### src/design/icp_pkg.sv
// ----------------------------------------------------------------------------
// icp_pkg
// Shared types and constants of the complementary-filter pitch unit:
// controller/datapath command and status bundles, register map, arctangent
// table and fixed-point limits.
// ----------------------------------------------------------------------------
package icp_pkg;

   localparam int ANG_TAB_LEN  = 24;   // arctangent table entries
   localparam int SQRT_STEPS   = 16;   // two radicand bits per step
   localparam int DVD_W        = 26;
   localparam int XY_W         = 27;
   localparam int Z_W          = 25;

   // floor(n / 131) = (n * ceil(2^33 / 131)) >> 33, exact for n < 2^26
   localparam logic [DVD_W-1:0] DIV_RECIP = 26'd65572020;
   localparam int               DIV_SHIFT = 33;
   localparam logic [25:0] DIV_BIAS   = 26'd17170432; // 131 << 17, keeps dividend positive
   localparam int          PITCH_LIM  = 46080;
   localparam int          ACC_LIM    = 23040;

   // register map
   localparam logic [1:0] CSR_SAMPLE_PERIOD = 2'd0;
   localparam logic [1:0] CSR_GYRO_OFFSET   = 2'd1;
   localparam logic [1:0] CSR_GYRO_WEIGHT   = 2'd2;

   localparam logic [15:0] SAMPLE_PERIOD_RST = 16'd655;
   localparam logic [15:0] GYRO_OFFSET_RST   = 16'd0;
   localparam logic [15:0] GYRO_WEIGHT_RST   = 16'd58982;

   typedef struct packed {
      logic       load;         // capture the input transaction
      logic       square;       // form ax^2+az^2, start the rate divider
      logic       sqrt_step;
      logic       cordic_init;
      logic       cordic_step;
      logic       angle;        // round the angle, form pitch minus delta
      logic       prod;
      logic       final_step;   // blend, clamp, load the result register
      logic [4:0] idx;          // iteration index
   } cmd_type;

   typedef struct packed {
      logic div_done;
   } sts_type;

   // atan(2^-i) in degrees, Q16
   function automatic logic [21:0] atan_q16(input logic [4:0] i);
      logic [21:0] r;
      unique case (i)
         5'd0:    r = 22'd2949120;
         5'd1:    r = 22'd1740967;
         5'd2:    r = 22'd919879;
         5'd3:    r = 22'd466945;
         5'd4:    r = 22'd234379;
         5'd5:    r = 22'd117304;
         5'd6:    r = 22'd58666;
         5'd7:    r = 22'd29335;
         5'd8:    r = 22'd14668;
         5'd9:    r = 22'd7334;
         5'd10:   r = 22'd3667;
         5'd11:   r = 22'd1833;
         5'd12:   r = 22'd917;
         5'd13:   r = 22'd458;
         5'd14:   r = 22'd229;
         5'd15:   r = 22'd115;
         5'd16:   r = 22'd57;
         5'd17:   r = 22'd29;
         5'd18:   r = 22'd14;
         5'd19:   r = 22'd7;
         5'd20:   r = 22'd4;
         5'd21:   r = 22'd2;
         5'd22:   r = 22'd1;
         default: r = 22'd0;
      endcase
      return r;
   endfunction

endpackage

### src/design/icp_ctrl.sv
// ----------------------------------------------------------------------------
// icp_ctrl
// Sequencer of the pitch unit: steps the datapath through square, root,
// CORDIC vectoring, blend and result hand-off, and owns the result valid.
// ----------------------------------------------------------------------------
module icp_ctrl #(
   parameter int CORDIC_STEPS = 16
) (
   input  logic             clock,
   input  logic             reset,
   input  logic             req_tvalid,
   output logic             req_tready,
   output logic             rsp_tvalid,
   input  logic             rsp_tready,
   output icp_pkg::cmd_type cmd,
   input  icp_pkg::sts_type sts
);
   import icp_pkg::*;

   localparam int NUM_ITER = (CORDIC_STEPS < ANG_TAB_LEN) ? CORDIC_STEPS : ANG_TAB_LEN;
   localparam logic [4:0] LAST_ITER = 5'(NUM_ITER - 1);
   localparam logic [4:0] LAST_SQRT = 5'(SQRT_STEPS - 1);

   typedef enum logic [2:0] {
      S_IDLE, S_SQUARE, S_SQRT, S_CINIT, S_CORDIC, S_ANGLE, S_PROD, S_FINAL
   } state_type;

   state_type  state_ff, state_in;
   logic [4:0] cnt_ff, cnt_in;
   logic       rsp_valid_ff, rsp_valid_in;
   logic       out_free;

   assign out_free   = !rsp_valid_ff || rsp_tready;
   assign req_tready = (state_ff == S_IDLE);
   assign rsp_tvalid = rsp_valid_ff;

   always_comb begin
      state_in     = state_ff;
      cnt_in       = cnt_ff;
      rsp_valid_in = rsp_valid_ff && !rsp_tready;
      cmd          = '0;
      cmd.idx      = cnt_ff;
      unique case (state_ff)
         S_IDLE: begin
            if (req_tvalid) begin
               cmd.load = 1'b1;
               state_in = S_SQUARE;
            end
         end
         S_SQUARE: begin
            cmd.square = 1'b1;
            cnt_in     = '0;
            state_in   = S_SQRT;
         end
         S_SQRT: begin
            cmd.sqrt_step = 1'b1;
            cnt_in        = cnt_ff + 5'd1;
            if (cnt_ff == LAST_SQRT) begin
               state_in = S_CINIT;
            end
         end
         S_CINIT: begin
            cmd.cordic_init = 1'b1;
            cnt_in          = '0;
            state_in        = S_CORDIC;
         end
         S_CORDIC: begin
            cmd.cordic_step = 1'b1;
            cnt_in          = cnt_ff + 5'd1;
            if (cnt_ff == LAST_ITER) begin
               state_in = S_ANGLE;
            end
         end
         S_ANGLE: begin
            // holds until the gyro delta is ready
            if (sts.div_done) begin
               cmd.angle = 1'b1;
               state_in  = S_PROD;
            end
         end
         S_PROD: begin
            cmd.prod = 1'b1;
            state_in = S_FINAL;
         end
         S_FINAL: begin
            if (out_free) begin
               cmd.final_step = 1'b1;
               rsp_valid_in   = 1'b1;
               state_in       = S_IDLE;
            end
         end
         default: state_in = S_IDLE;
      endcase
   end

   always_ff @(posedge clock) begin
      if (reset) begin
         state_ff     <= S_IDLE;
         cnt_ff       <= '0;
         rsp_valid_ff <= 1'b0;
      end else begin
         state_ff     <= state_in;
         cnt_ff       <= cnt_in;
         rsp_valid_ff <= rsp_valid_in;
      end
   end

`ifndef SYNTH
   a_prod_after_div : assert property (@(posedge clock) disable iff (reset)
      (state_ff == S_PROD) |-> $past(sts.div_done))
      else $error("blend started before the rate divider finished");

   a_no_overwrite : assert property (@(posedge clock) disable iff (reset)
      (state_ff == S_FINAL && rsp_valid_ff && !rsp_tready) |=> (state_ff == S_FINAL))
      else $error("pending result overwritten");

   a_one_cmd : assert property (@(posedge clock) disable iff (reset)
      $onehot0({cmd.load, cmd.square, cmd.sqrt_step, cmd.cordic_init,
                cmd.cordic_step, cmd.angle, cmd.prod, cmd.final_step}))
      else $error("more than one datapath command");

   a_iter_range : assert property (@(posedge clock) disable iff (reset)
      (state_ff == S_CORDIC) |-> (cnt_ff <= LAST_ITER))
      else $error("CORDIC index past last iteration");
`endif

endmodule

### config.mk
export PLATFORM = sky130hd
export DESIGN_NAME = icp_ctrl
export DESIGN_NICKNAME = d
export VERILOG_FILES = /design/src/design/icp_pkg.sv /design/src/design/icp_ctrl.sv
export SDC_FILE = /design/constraint.sdc
export NUM_CORES = 1
export LEC_CHECK = 0
export BUFFER_PORTS_ARGS = -buffer_cell sky130_fd_sc_hd__buf_2
export CAP_MARGIN = 20
export CORE_UTILIZATION = 35
export DETAILED_ROUTE_END_ITERATION = 12
export GPL_ROUTABILITY_DRIVEN = 0
export SYNTH_ARGS = -nofsm -noshare
export SYNTH_HDL_FRONTEND = slang
export SYNTH_SLANG_ARGS = --single-unit
### constraint.sdc
create_clock -name clock -period 4.5 [get_ports clock]
set_input_delay 0.225 -clock clock [delete_from_list [all_inputs] [get_ports clock]]
set_output_delay 0.225 -clock clock [all_outputs]
set_load 0.01 [all_outputs]
; ---- Yosys cells after proc, flatten, opt, wreduce, memory -nomap -nowiden
; Index checks and enable logic that the tools add are counted.
[word_totals]
ff_bits = 9
input_bits = 5
[op_classes]
add_sub_neg = 1
eq_ne = 13
muxes = 20
reduce_logical = 9
[ops]
columns = operator, count
row1 = 3-bit case mux with 8 select lines, 1
row2 = 3-bit two-way mux, 5
row3 = 1-bit two-way mux, 13
row4 = 3-bit == test (second input constant), 4
row5 = 2-bit inequality test (second input constant), 5
row6 = 5-bit case mux with 2 select lines, 1
row7 = 3-bit by 2-bit == test with 1-bit output (second input constant), 2
row8 = 5-bit by 1-bit adder with 5-bit output (second input constant), 1
row9 = 5-bit by 4-bit == test with 1-bit output (second input constant), 1
row10 = 5-bit AND reduction, 1
row11 = 2-bit OR reduction, 2
row12 = 3-bit by 1-bit == test with 1-bit output (second input constant), 1
row13 = 3-bit zero test, 1
row14 = 1-bit zero test, 2
row15 = 2-bit nonzero test, 1
row16 = 1-bit logical AND, 1
row17 = 1-bit logical OR, 1

; ---- Longest topological paths before layout
; Gate-level depths: netlist of run 1.
[depth]
ltp_word = 4
depth_mapped = 6
mapped_depth_nobuf = 6

; ---- Least setup slack after synthesis of run 1
; No wires, ideal clock.
[synth_timing]
kind = register to register
from = reg cnt_ff[0]
to = reg cnt_ff[4]
setup_ps = 74
arrival_time_ps = 1527
required_ps = 4426
path_slack_ps = 2898
path_stages_with_launch = 6
n_path_buf = 0
synth_period_minus_slack_ps = 1602
cell_sequence = dfxtp_1 -> ha_1 -> and3_1 -> ha_1 -> or3_1 -> a31oi_1
[synth_via]
elab_chain_len = 2
[synth_lines]
columns = element, line
row1 = start: declaration, icp_ctrl.sv:29  ; logic [4:0] cnt_ff, cnt_in;
row2 = start signal: assignment, icp_ctrl.sv:103  ; cnt_ff <= cnt_in;
row3 = 5-bit by 1-bit adder with 5-bit output, "icp_ctrl.sv:57, icp_ctrl.sv:69"
row4 = 5-bit case mux with 2 select lines, icp_ctrl.sv:43  ; unique case (state_ff)
; Every way passes these cells.
; A chain may end at the register's enable or synchronous reset.

==> flow_metrics.py, run 1 <==
metrics = {
    "synth": {
        "synth-xor-area-share_pct": 1.39,
        "syn-num-nets": 86,
        "synth_area_per_cell_um2": 7.97,
        "synth_fa_ha_area_share_pct": 3.98,
        "ys_seq_elements": 9,
        "ys_types": 34,
        "synth_cells": 79,
        "yosys-top-cells-area": "dfxtp_1, nor2_1, a21oi_1",
        "synth_top_area_share_pct": 28.6,
        "yosysSeqAreaShare_pct": 28.6,
        "synthesis.area_um2": 629,
        "synth_compound_area_share_pct": 21.5,
        "yosysWarnings": 0,
        "synth_top_family_by_area": "simple AND/OR/NAND/NOR gates",
        "synth_simple_gate_area_share_pct": 33.0,
        "synth_top_cell_by_area": "dfxtp_1",
        "synth.area.mux_share_pct": 3.38,
    },
    "routing": {
        "dr.pass1.iters": 5,
        "routed_via_density": 5.25,
        "drtIter0Drc": 17,
        "drt-wirelength-per-cell_um": 12.2,
        "drt_wl_total_mm": 1.45,
        "final_antenna_net_count": 0,
        "drc": 0,
        "routed-via-count": 625,
    },
    "grt": {
        "grt_max_degree": 22,
        "overflow": 0,
        "grt_pass1_vias": 564,
        "gr-usage-all-layers_pct": 16.8,
        "grt_pass1_wl_mm": 2.46,
        "grt_antenna_before_repair": 0,
    },
    "power_and_ir_drop": {
        "total_power_mw": 0.202,
        "p_leak_nw": 0.326,
        "power_density_mw_per_mm2": 273,
        "vdd_drop_max_uv": 126,
    },
    "floorplan": {
        "row_count": 14,
        "die_w_um": 44.4,
        "start_util_pct": 39.5,
        "core_area_mm2": 0.00159,
        "die_y_um": 44.4,
        "design.die.area_mm2": 0.00197,
        "ios": 20,
    },
    "cts": {
        "cts_num_sinks": 9,
        "postCtsSetupRepairBufs": 0,
        "cts_tree": "done",
        "clk_path_buf_depth": 2,
        "clkLatencyLatePin_ns": 0.26,
        "cts_root_buffer": "clkbuf_4",
        "hold_buffers": 0,
        "htree_levels": 1,
        "post_cts_resized": 0,
        "clk_pin_slew_ns": 0.07,
        "numCtsBuffers": 3,
    },
    "final_layout": {
        "final_nets": 103,
        "syn_to_final_growth_pct": 17.7,
        "diodes": 0,
        "drive_above_1_share_pct": 26.3,
        "fillers": 172,
        "finalNonFillerCells": 119,
    },
    "placement": {
        "dp_cells": 115,
        "dpl.hpwl_mm": 1.01,
        "portBuffers": 19,
    },
    "sta": {
        "final.setup_skew_ns": 0.0109,
        "drv_slew": 0,
        "tns_ns": 0,
        "rsz0062_at_grt": "false",
        "holdWs_ns": 0.258,
        "hold_viol_final": 0,
        "max_clock_freq_ghz": 0.532,
        "maxSlewHeadroom_pct": 55.5,
        "final-setup-viol-count": 0,
        "fin_crit_sh_pct": 41.8,
        "worst_slew_pin_slew_ns": 0.667,
        "fin_crit_ns": 1.88,
    },
    "critical_path": {
        "path_class": "reg -> out",
        "slowest_delay_ns": 0.75,
        "cp_top_family": "flip-flops",
        "cp_cell_sequence": "inv_1 -> and3_1 -> buf_2",
        "crit_path_top_delay_cell": "dfxtp_1",
        "end_kind": "output pin",
        "cp_max_fo": 20,
        "arrival_ns": 1.65,
        "required_ns": 4.28,
        "ff2ff_setup_slack_ns": 2.85,
        "path_buf_inv": 2,
        "cp-start-kind": "flop",
    },
    "min_path": {
        "hold_path.class": "in -> reg",
    },
    "run": {
        "drv_cap": 0,
    },
    "status": {
        "run_status": "finished clean",
    },
}
==> through the flow <==
stage	cell area (µm²)	util, %	worst slack [ns]
final	741	46.5	2.62
after global routing	741	46.5	2.50
after CTS	741	46.5	2.66
after detailed placement	714	44.8	2.87
after global placement	714	44.8	2.86
after floorplan	629	-	2.90
==> logic make-up after synthesis <==
kind of cell | Yosys count
xor gates and xnor gates | 1
DFF | 9
muxes | 2
adders and majority gates | 2
buffers and inverters | 10
and+or+nand+nor | 35
AOI/OAI and AO/OA | 20
==> cells in the mapped netlist, drive strengths merged <==
cell,instances
dfxtp,9
buf,7
nor2,7
a21oi,6
nand2,5
a22oi,3
a31oi,3
and3,3
inv,3
nand3,3
nor3,3
ha,2
nand2b,2
nor2b,2
nor4bb,2
o211ai,2
o21bai,2
or3b,2
a221o,1
and3b,1
mux2,1
mux2i,1
nand3b,1
nor3b,1
nor4b,1
o21a,1
o21ai,1
o31ai,1
or2b,1
or3,1
xor2,1
==> state kept, by name, summed over array words and instances (netlist names) <==
register    count
cnt_ff          5
rsp_tvalid      1
state_ff        3
==> power breakdown <==
part	internal, mW	switching (mW)	total, mW
Sequential	0.0842	0.0151	0.0993
Clock	0.0341	0.0287	0.0627
Combinational	0.0197	0.0208	0.0404
Total	0.138	0.0645	0.202
==> metal layers <==
layer | share of wire, % | track usage, % | up-vias
li1 | - | - | 318
met1 | 53 | 23.7 | 285
met2 | 40 | 23.2 | 20
met3 | 5.9 | 4.90 | 2
met4 | 1.0 | 7.88 | 0
met5 | 0 | 0 | -
==> path summary, 6_finish.rpt <==
check                                end                     start  cells past startpoint
setup / recovery                  cmd[6]  state_ff[0]$_SDFFE_PP0P_                      3
hold / removal    cnt_ff[4]$_SDFFE_PP0P_                     reset                      2
setup reg to reg  cnt_ff[4]$_SDFFE_PP0P_    cnt_ff[0]$_SDFFE_PP0P_                      5
hold reg to reg    rsp_tvalid$_SDFF_PP0_     rsp_tvalid$_SDFF_PP0_                      2
==> final cells by class <==
type / instances / area [µm²] / share of cell area [%]
Tap cell: 24 / 30.0 / 4.05
Inverter: 3 / 11.3 / 1.52
Multi-Input combinational cell: 60 / 398 / 53.7
Clock buffer: 4 / 26.3 / 3.55
Timing Repair Buffer: 19 / 95.1 / 12.8
Sequential cell: 9 / 180 / 24.3
==> placed cells by master (no fill, tap or decap), drive strengths merged, types with 2 or more instances in the layout <==
master,netlist,routed
a21oi,6,6
a22oi,3,3
a31oi,3,3
and3,3,3
buf,7,19
clkbuf,0,4
dfxtp,9,9
ha,2,2
inv,3,3
nand2,5,5
nand2b,2,2
nand3,3,3
nor2,7,7
nor2b,2,2
nor3,3,3
nor4bb,2,2
o211ai,2,2
o21bai,2,2
or3b,2,2
Power figures use the tool's default switching activity.
==> inputs of run 2 (changes only) <==
ABC_AREA = 1   (was default)
clock period = 1.75 ns   (was 4.5 ns; I/O delays follow)
==> run 2 against run 1 <==
  * Global-route usage is 1.4 points lower
  * Final area fell by 6.8%
  * Critical path type unchanged
  * Worst setup slack got worse by 2.3 ns
  * Critical endpoint is now cmd[5]
  * Hold slack got worse by 0.14 ns
  * Clock power increased to 2.6 times the previous value
  * Die area shrank 9.3%
  * Register-to-register slack lost 2.5 ns
==> flow_metrics.py, run 2 <==
metrics = {
    "synth": {
        "syn-num-nets": 93,
        "yosysWarnings": 0,
        "synth_cells": 86,
        "synth_commonest_cells": "inv_1, nand2_1, nor2_1",
        "synth-edff-count": 0,
        "synthArstFlopShare_pct": 0,
        "synth_compound_area_share_pct": 14.1,
        "yosys-top-cells-area": "dfxtp_1, inv_1, nand2_1",
        "synth_fa_ha_area_share_pct": 4.41,
        "yosysSeqAreaShare_pct": 31.7,
        "synth_top_cell_by_area": "dfxtp_1",
        "ys_seq_elements": 9,
        "synth_simple_gate_area_share_pct": 35.2,
        "synth_top_area_share_pct": 31.7,
        "yosysMostFrequentCell": "inv_1",
        "ys_dominant_reg_cell": "dfxtp_1",
        "synthesis.area_um2": 568,
        "synth-xor-area-share_pct": 0,
        "ys_types": 20,
        "synth_top_family_by_area": "simple AND/OR/NAND/NOR gates",
        "synth.area.mux_share_pct": 0,
        "synth_area_per_cell_um2": 6.61,
    },
    "status": {
        "run_status": "finished clean",
    },
    "critical_path": {
        "r2r_end": "state_ff[1]$_SDFFE_PP0P_",
        "path_buf_inv": 1,
        "cp_cell_sequence": "nand3_1 -> nor2_1 -> buf_2",
        "endpoint": "cmd[5]",
        "cp.depth": 3,
        "r2r.worst_path.cells": 10,
        "cp_max_fo": 9,
        "cp_top_family": "flip-flops",
        "slowest_delay_ns": 0.53,
        "crit_path_top_delay_cell": "dfxtp_1",
        "cp-start-kind": "flop",
        "ff2ff_setup_slack_ns": 0.37,
        "crit_start": "state_ff[2]$_SDFFE_PP0P_",
        "end_kind": "output pin",
        "arrival_ns": 1.33,
        "r2r-start": "cnt_ff[0]$_SDFFE_PP0P_",
        "required_ns": 1.66,
        "path_class": "reg -> out",
    },
    "cts": {
        "clk_path_buf_depth": 2,
        "htree_levels": 1,
        "clkLatencyLatePin_ns": 0.26,
        "post_cts_resized": 0,
        "postCtsSetupRepairBufs": 0,
        "cts_root_buffer": "clkbuf_4",
        "hold_buffers": 0,
        "clk_pin_slew_ns": 0.06,
        "cts_num_sinks": 9,
        "cts_tree": "done",
        "numCtsBuffers": 3,
    },
    "final_layout": {
        "post-route-util_pct": 45.8,
        "final_nets": 114,
        "fillers": 161,
        "top_register": "cnt_ff",
        "design_area_um2": 691,
        "drive_above_1_share_pct": 29.2,
        "largest_reg_flops": 5,
        "syn_to_final_growth_pct": 21.6,
        "mostFrequentLayoutCell": "buf_2",
        "diodes": 0,
        "final_cell_mix": "buf_2, inv_1, nand2_1, nor2_1, dfxtp_1",
    },
    "routing": {
        "routed_via_density": 4.84,
        "drc": 0,
        "drt-wirelength-per-cell_um": 10.2,
        "routed-via-count": 590,
        "final_antenna_net_count": 0,
        "drt_wl_total_mm": 1.25,
        "dr.pass1.iters": 4,
        "drtIter0Drc": 20,
    },
    "grt": {
        "grt_pass1_wl_mm": 2.06,
        "grt_max_degree": 10,
        "overflow": 0,
        "grt_pass1_vias": 540,
        "grt_antenna_before_repair": 0,
        "gr-usage-all-layers_pct": 15.3,
    },
    "power_and_ir_drop": {
        "total_power_mw": 0.963,
        "pwr-share-clk_pct": 16.7,
        "netSwitchingFraction_pct": 46.2,
        "p_comb_share_pct": 50.0,
        "power_density_mw_per_mm2": 1390,
        "p_switching_mw": 0.445,
        "p_leak_nw": 0.360,
        "p_int_mw": 0.518,
        "p_seq_share_pct": 33.3,
        "vdd_drop_max_uv": 483,
    },
    "floorplan": {
        "core_area_mm2": 0.00151,
        "design.die.area_mm2": 0.00179,
        "die_w_um": 42.3,
        "row_count": 14,
        "start_util_pct": 37.7,
        "die_y_um": 42.3,
        "ios": 20,
    },
    "sta": {
        "rsz0062_at_grt": "false",
        "maxSlewHeadroom_pct": 76.1,
        "final.setup_skew_ns": 0.00366,
        "max_clock_freq_ghz": 0.705,
        "drv_slew": 0,
        "hold_viol_final": 0,
        "final-setup-viol-count": 0,
        "fin_crit_sh_pct": 81.1,
        "worst_slew_pin_slew_ns": 0.358,
        "tns_ns": 0,
        "holdWs_ns": 0.115,
        "fin_crit_ns": 1.42,
    },
    "min_path": {
        "hold_path.class": "in -> reg",
    },
    "placement": {
        "portBuffers": 19,
        "dpl.hpwl_um": 958,
        "placed_cell_area_um2": 664,
    },
    "run": {
        "drv_cap": 0,
    },
}
## run 2: cell type report
class	count	area, µm²	area share, %
multi-input combinational	57	305	44.2
sequential	9	180	26.1
timing repair buffer	19	95.1	13.8
inverter	17	63.8	9.24
clock buffer	4	26.3	3.80
tap	16	20.0	2.90
## run 2: stage by stage
stage,cells,worst slack [ns]
2_1_floorplan,86,0.423
3_3_place_gp,118,0.404
3_5_place_dp,118,0.361
4_1_cts,122,0.322
5_1_grt,122,0.184
6_report,122,0.331
## run 2: layer usage
layer / share of wire (%) / GRT usage, %
met1: 43 / 16.3
met3: 6.8 / 8.19
met5: 0 / 0
met2: 50 / 25.5
met4: 0 / 5.63
## run 2: kinds of logic (layout without fill, tap and decap cells)
logic type               after synthesis  after routing
AO/OA/AOI/OAI                         13             13
adder cells (fa/ha/maj)                2              2
buffers and inverters                 20             40
flip-flops                             9              9
AND/OR/NAND/NOR                       42             42
## run 2: power by group through the flow
| stage | Sequential [mW] | Combinational [mW] | Clock [mW] |
|---|---|---|---|
| 3_3_place_gp | 0.323 | 0.483 | 0 |
| 3_5_place_dp | 0.325 | 0.485 | 0 |
| 2_1_floorplan | 0.289 | 0.398 | 0 |
| 6_report | 0.321 | 0.482 | 0.161 |
| 4_1_cts | 0.320 | 0.487 | 0.168 |
| 5_1_grt | 0.331 | 0.528 | 0.180 |
## run 2: worst min path at each step
stage	from	endpoint	slack [ns]	depth (start not counted)
floorplan	sts	cmd[7]	0.28	2
global placement	reset	cnt_ff[1]$_SDFFE_PP0P_	0.38	2
detailed placement	reset	cnt_ff[4]$_SDFFE_PP0P_	0.39	2
CTS	reset	rsp_tvalid$_SDFF_PP0_	0.11	2
global route	reset	cnt_ff[4]$_SDFFE_PP0P_	0.10	2
finish	reset	cnt_ff[4]$_SDFFE_PP0P_	0.11	2
==> inputs of run 3 (changes only) <==
clock period = 1.4 ns   (was 1.75 ns; I/O delays follow)
==> run 3 against run 2 <==
  * Combinational power increased by 37%
  * Final area is 6.5% higher
  * Sequential share of layout area down 1.3 points
  * Global-route usage is 0.34 points higher
  * Power increased by 29%
  * Clock-buffer cell count stayed put
  * Cell count rose by 4.1%
  * Critical endpoint is now cmd[6]
  * Largest cell class unchanged
==> flow_metrics.py, run 3 (same netlist as run 2, synthesis figures left out) <==
metrics = {
    "status": {
        "run_status": "finished clean",
    },
    "cts": {
        "htree_levels": 1,
        "cts_tree": "done",
        "hold_buffers": 0,
        "postCtsSetupRepairBufs": 0,
        "cts_root_buffer": "clkbuf_4",
        "clkLatencyLatePin_ns": 0.26,
        "clk_path_buf_depth": 2,
        "clk_pin_slew_ns": 0.06,
        "numCtsBuffers": 3,
        "cts_num_sinks": 9,
    },
    "critical_path": {
        "endpoint": "cmd[6]",
        "cp.depth": 4,
        "crit_path_top_delay_cell": "dfxtp_2",
        "r2r-start": "cnt_ff[1]$_SDFFE_PP0P_",
        "path_buf_inv": 3,
        "r2r.worst_path.cells": 10,
        "ff2ff_setup_slack_ns": 0.16,
        "cp_max_fo": 9,
        "crit_start": "state_ff[2]$_SDFFE_PP0P_",
        "arrival_ns": 1.23,
        "cp_cell_sequence": "inv_2 -> buf_4 -> nor3_1 -> buf_2",
        "path_class": "reg -> out",
        "required_ns": 1.33,
        "cp_top_family": "flip-flops",
        "r2r_end": "state_ff[1]$_SDFFE_PP0P_",
        "slowest_delay_ns": 0.44,
        "cp-start-kind": "flop",
        "end_kind": "output pin",
    },
    "power_and_ir_drop": {
        "power_density_mw_per_mm2": 1690,
        "vdd_drop_max_uv": 650,
        "p_leak_nw": 0.386,
    },
    "floorplan": {
        "start_util_pct": 37.7,
        "design.die.area_mm2": 0.00179,
        "die_y_um": 42.3,
        "row_count": 14,
        "die_w_um": 42.3,
        "ios": 20,
        "core_area_mm2": 0.00151,
    },
    "sta": {
        "holdWs_ns": 0.0836,
        "hold_viol_final": 0,
        "rsz0062_at_grt": "false",
        "final.setup_skew_ns": 0.00191,
        "worst_slew_pin_slew_ns": 0.200,
        "final-setup-viol-count": 0,
        "maxSlewHeadroom_pct": 86.7,
        "max_clock_freq_ghz": 0.769,
        "fin_crit_sh_pct": 92.8,
        "drv_slew": 0,
        "tns_ns": 0,
        "fin_crit_ns": 1.30,
    },
    "final_layout": {
        "drive_above_1_share_pct": 35.1,
        "final_nets": 119,
        "diodes": 0,
        "top_register": "cnt_ff",
        "largest_reg_flops": 5,
        "fillers": 165,
        "final_cell_mix": "buf_2, inv_1, nand2_1, nor2_1",
        "mostFrequentLayoutCell": "buf_2",
        "syn_to_final_growth_pct": 29.5,
    },
    "routing": {
        "drt_wl_total_mm": 1.21,
        "drtIter0Drc": 7,
        "routed_via_density": 4.76,
        "routed-via-count": 605,
        "drt-wirelength-per-cell_um": 9.55,
        "dr.pass1.iters": 4,
        "drc": 0,
        "final_antenna_net_count": 0,
    },
    "grt": {
        "grt_pass1_vias": 509,
        "gr-usage-all-layers_pct": 15.7,
        "grt_antenna_before_repair": 0,
        "grt_pass1_wl_mm": 2.09,
        "overflow": 0,
        "grt_max_degree": 10,
    },
    "run": {
        "drv_cap": 0,
    },
    "min_path": {
        "holdPathStages": 2,
        "hold_path.class": "in -> reg",
    },
    "placement": {
        "dpl.hpwl_mm": 1.00,
        "portBuffers": 19,
    },
}
==> run 3: cell types whose count changed in the layout (fill, tap and decap cells not counted) <==
cell,change
buf_4,+5
dfxtp_1,-2
dfxtp_2,+2
nor3_1,-1
nor3_2,+1
==> run 3: repair_timing <==
item / CTS / global route
resized for setup: 1 / 2
setup endpoints to repair: 2 / 3
endpoints found under the hold margin: 0 / 0
==> run 3: report_power, final <==
part           internal (mW)  switching (mW)  leakage [nW]
clock network          0.110          0.0889        0.0150
registers              0.311          0.0728        0.0740
logic                  0.269           0.392         0.297
total                  0.690           0.554         0.386
==> run 3: how the worst min path moves through the flow <==
stage,start,endpoint,slack [ns]
2_1_floorplan,sts,cmd[7],0.25
3_3_place_gp,reset,cnt_ff[3]$_SDFFE_PP0P_,0.37
3_5_place_dp,reset,rsp_tvalid$_SDFF_PP0_,0.36
4_1_cts,reset,cnt_ff[3]$_SDFFE_PP0P_,0.08
5_1_grt,reset,cnt_ff[1]$_SDFFE_PP0P_,0.08
6_report,reset,cnt_ff[3]$_SDFFE_PP0P_,0.08
==> run 3: cell type report <==
cell class	instances	area (µm²)	share of cell area, %
Multi-Input combinational cell	57	310	42.2
Inverter	17	63.8	8.67
Clock buffer	4	26.3	3.57
Timing Repair Buffer	24	133	18.0
Tap cell	16	20.0	2.72
Sequential cell	9	183	24.8
==> run 3: metal layers <==
metal | up-vias | part of all wire [%] | global-route usage (%)
li1 | 325 | - | -
met1 | 266 | 44 | 16.3
met2 | 12 | 49 | 26.8
met3 | 2 | 5.6 | 8.19
met4 | 0 | 1.1 | 5.63
met5 | - | 0 | 0
==> run 3: per-stage QoR <==
step                cell area, µm²  instances  utilization (%)  power [mW]  setup WS [ns]
floorplan                      568         86                -       0.859         0.0730
global placement               702        123             46.6        1.05          0.157
detailed placement             702        123             46.6        1.05          0.137
CTS                            729        127             48.4        1.26         0.0839
global route                   736        127             48.8        1.36       0.000278
finish                         736        127             48.8        1.24          0.100
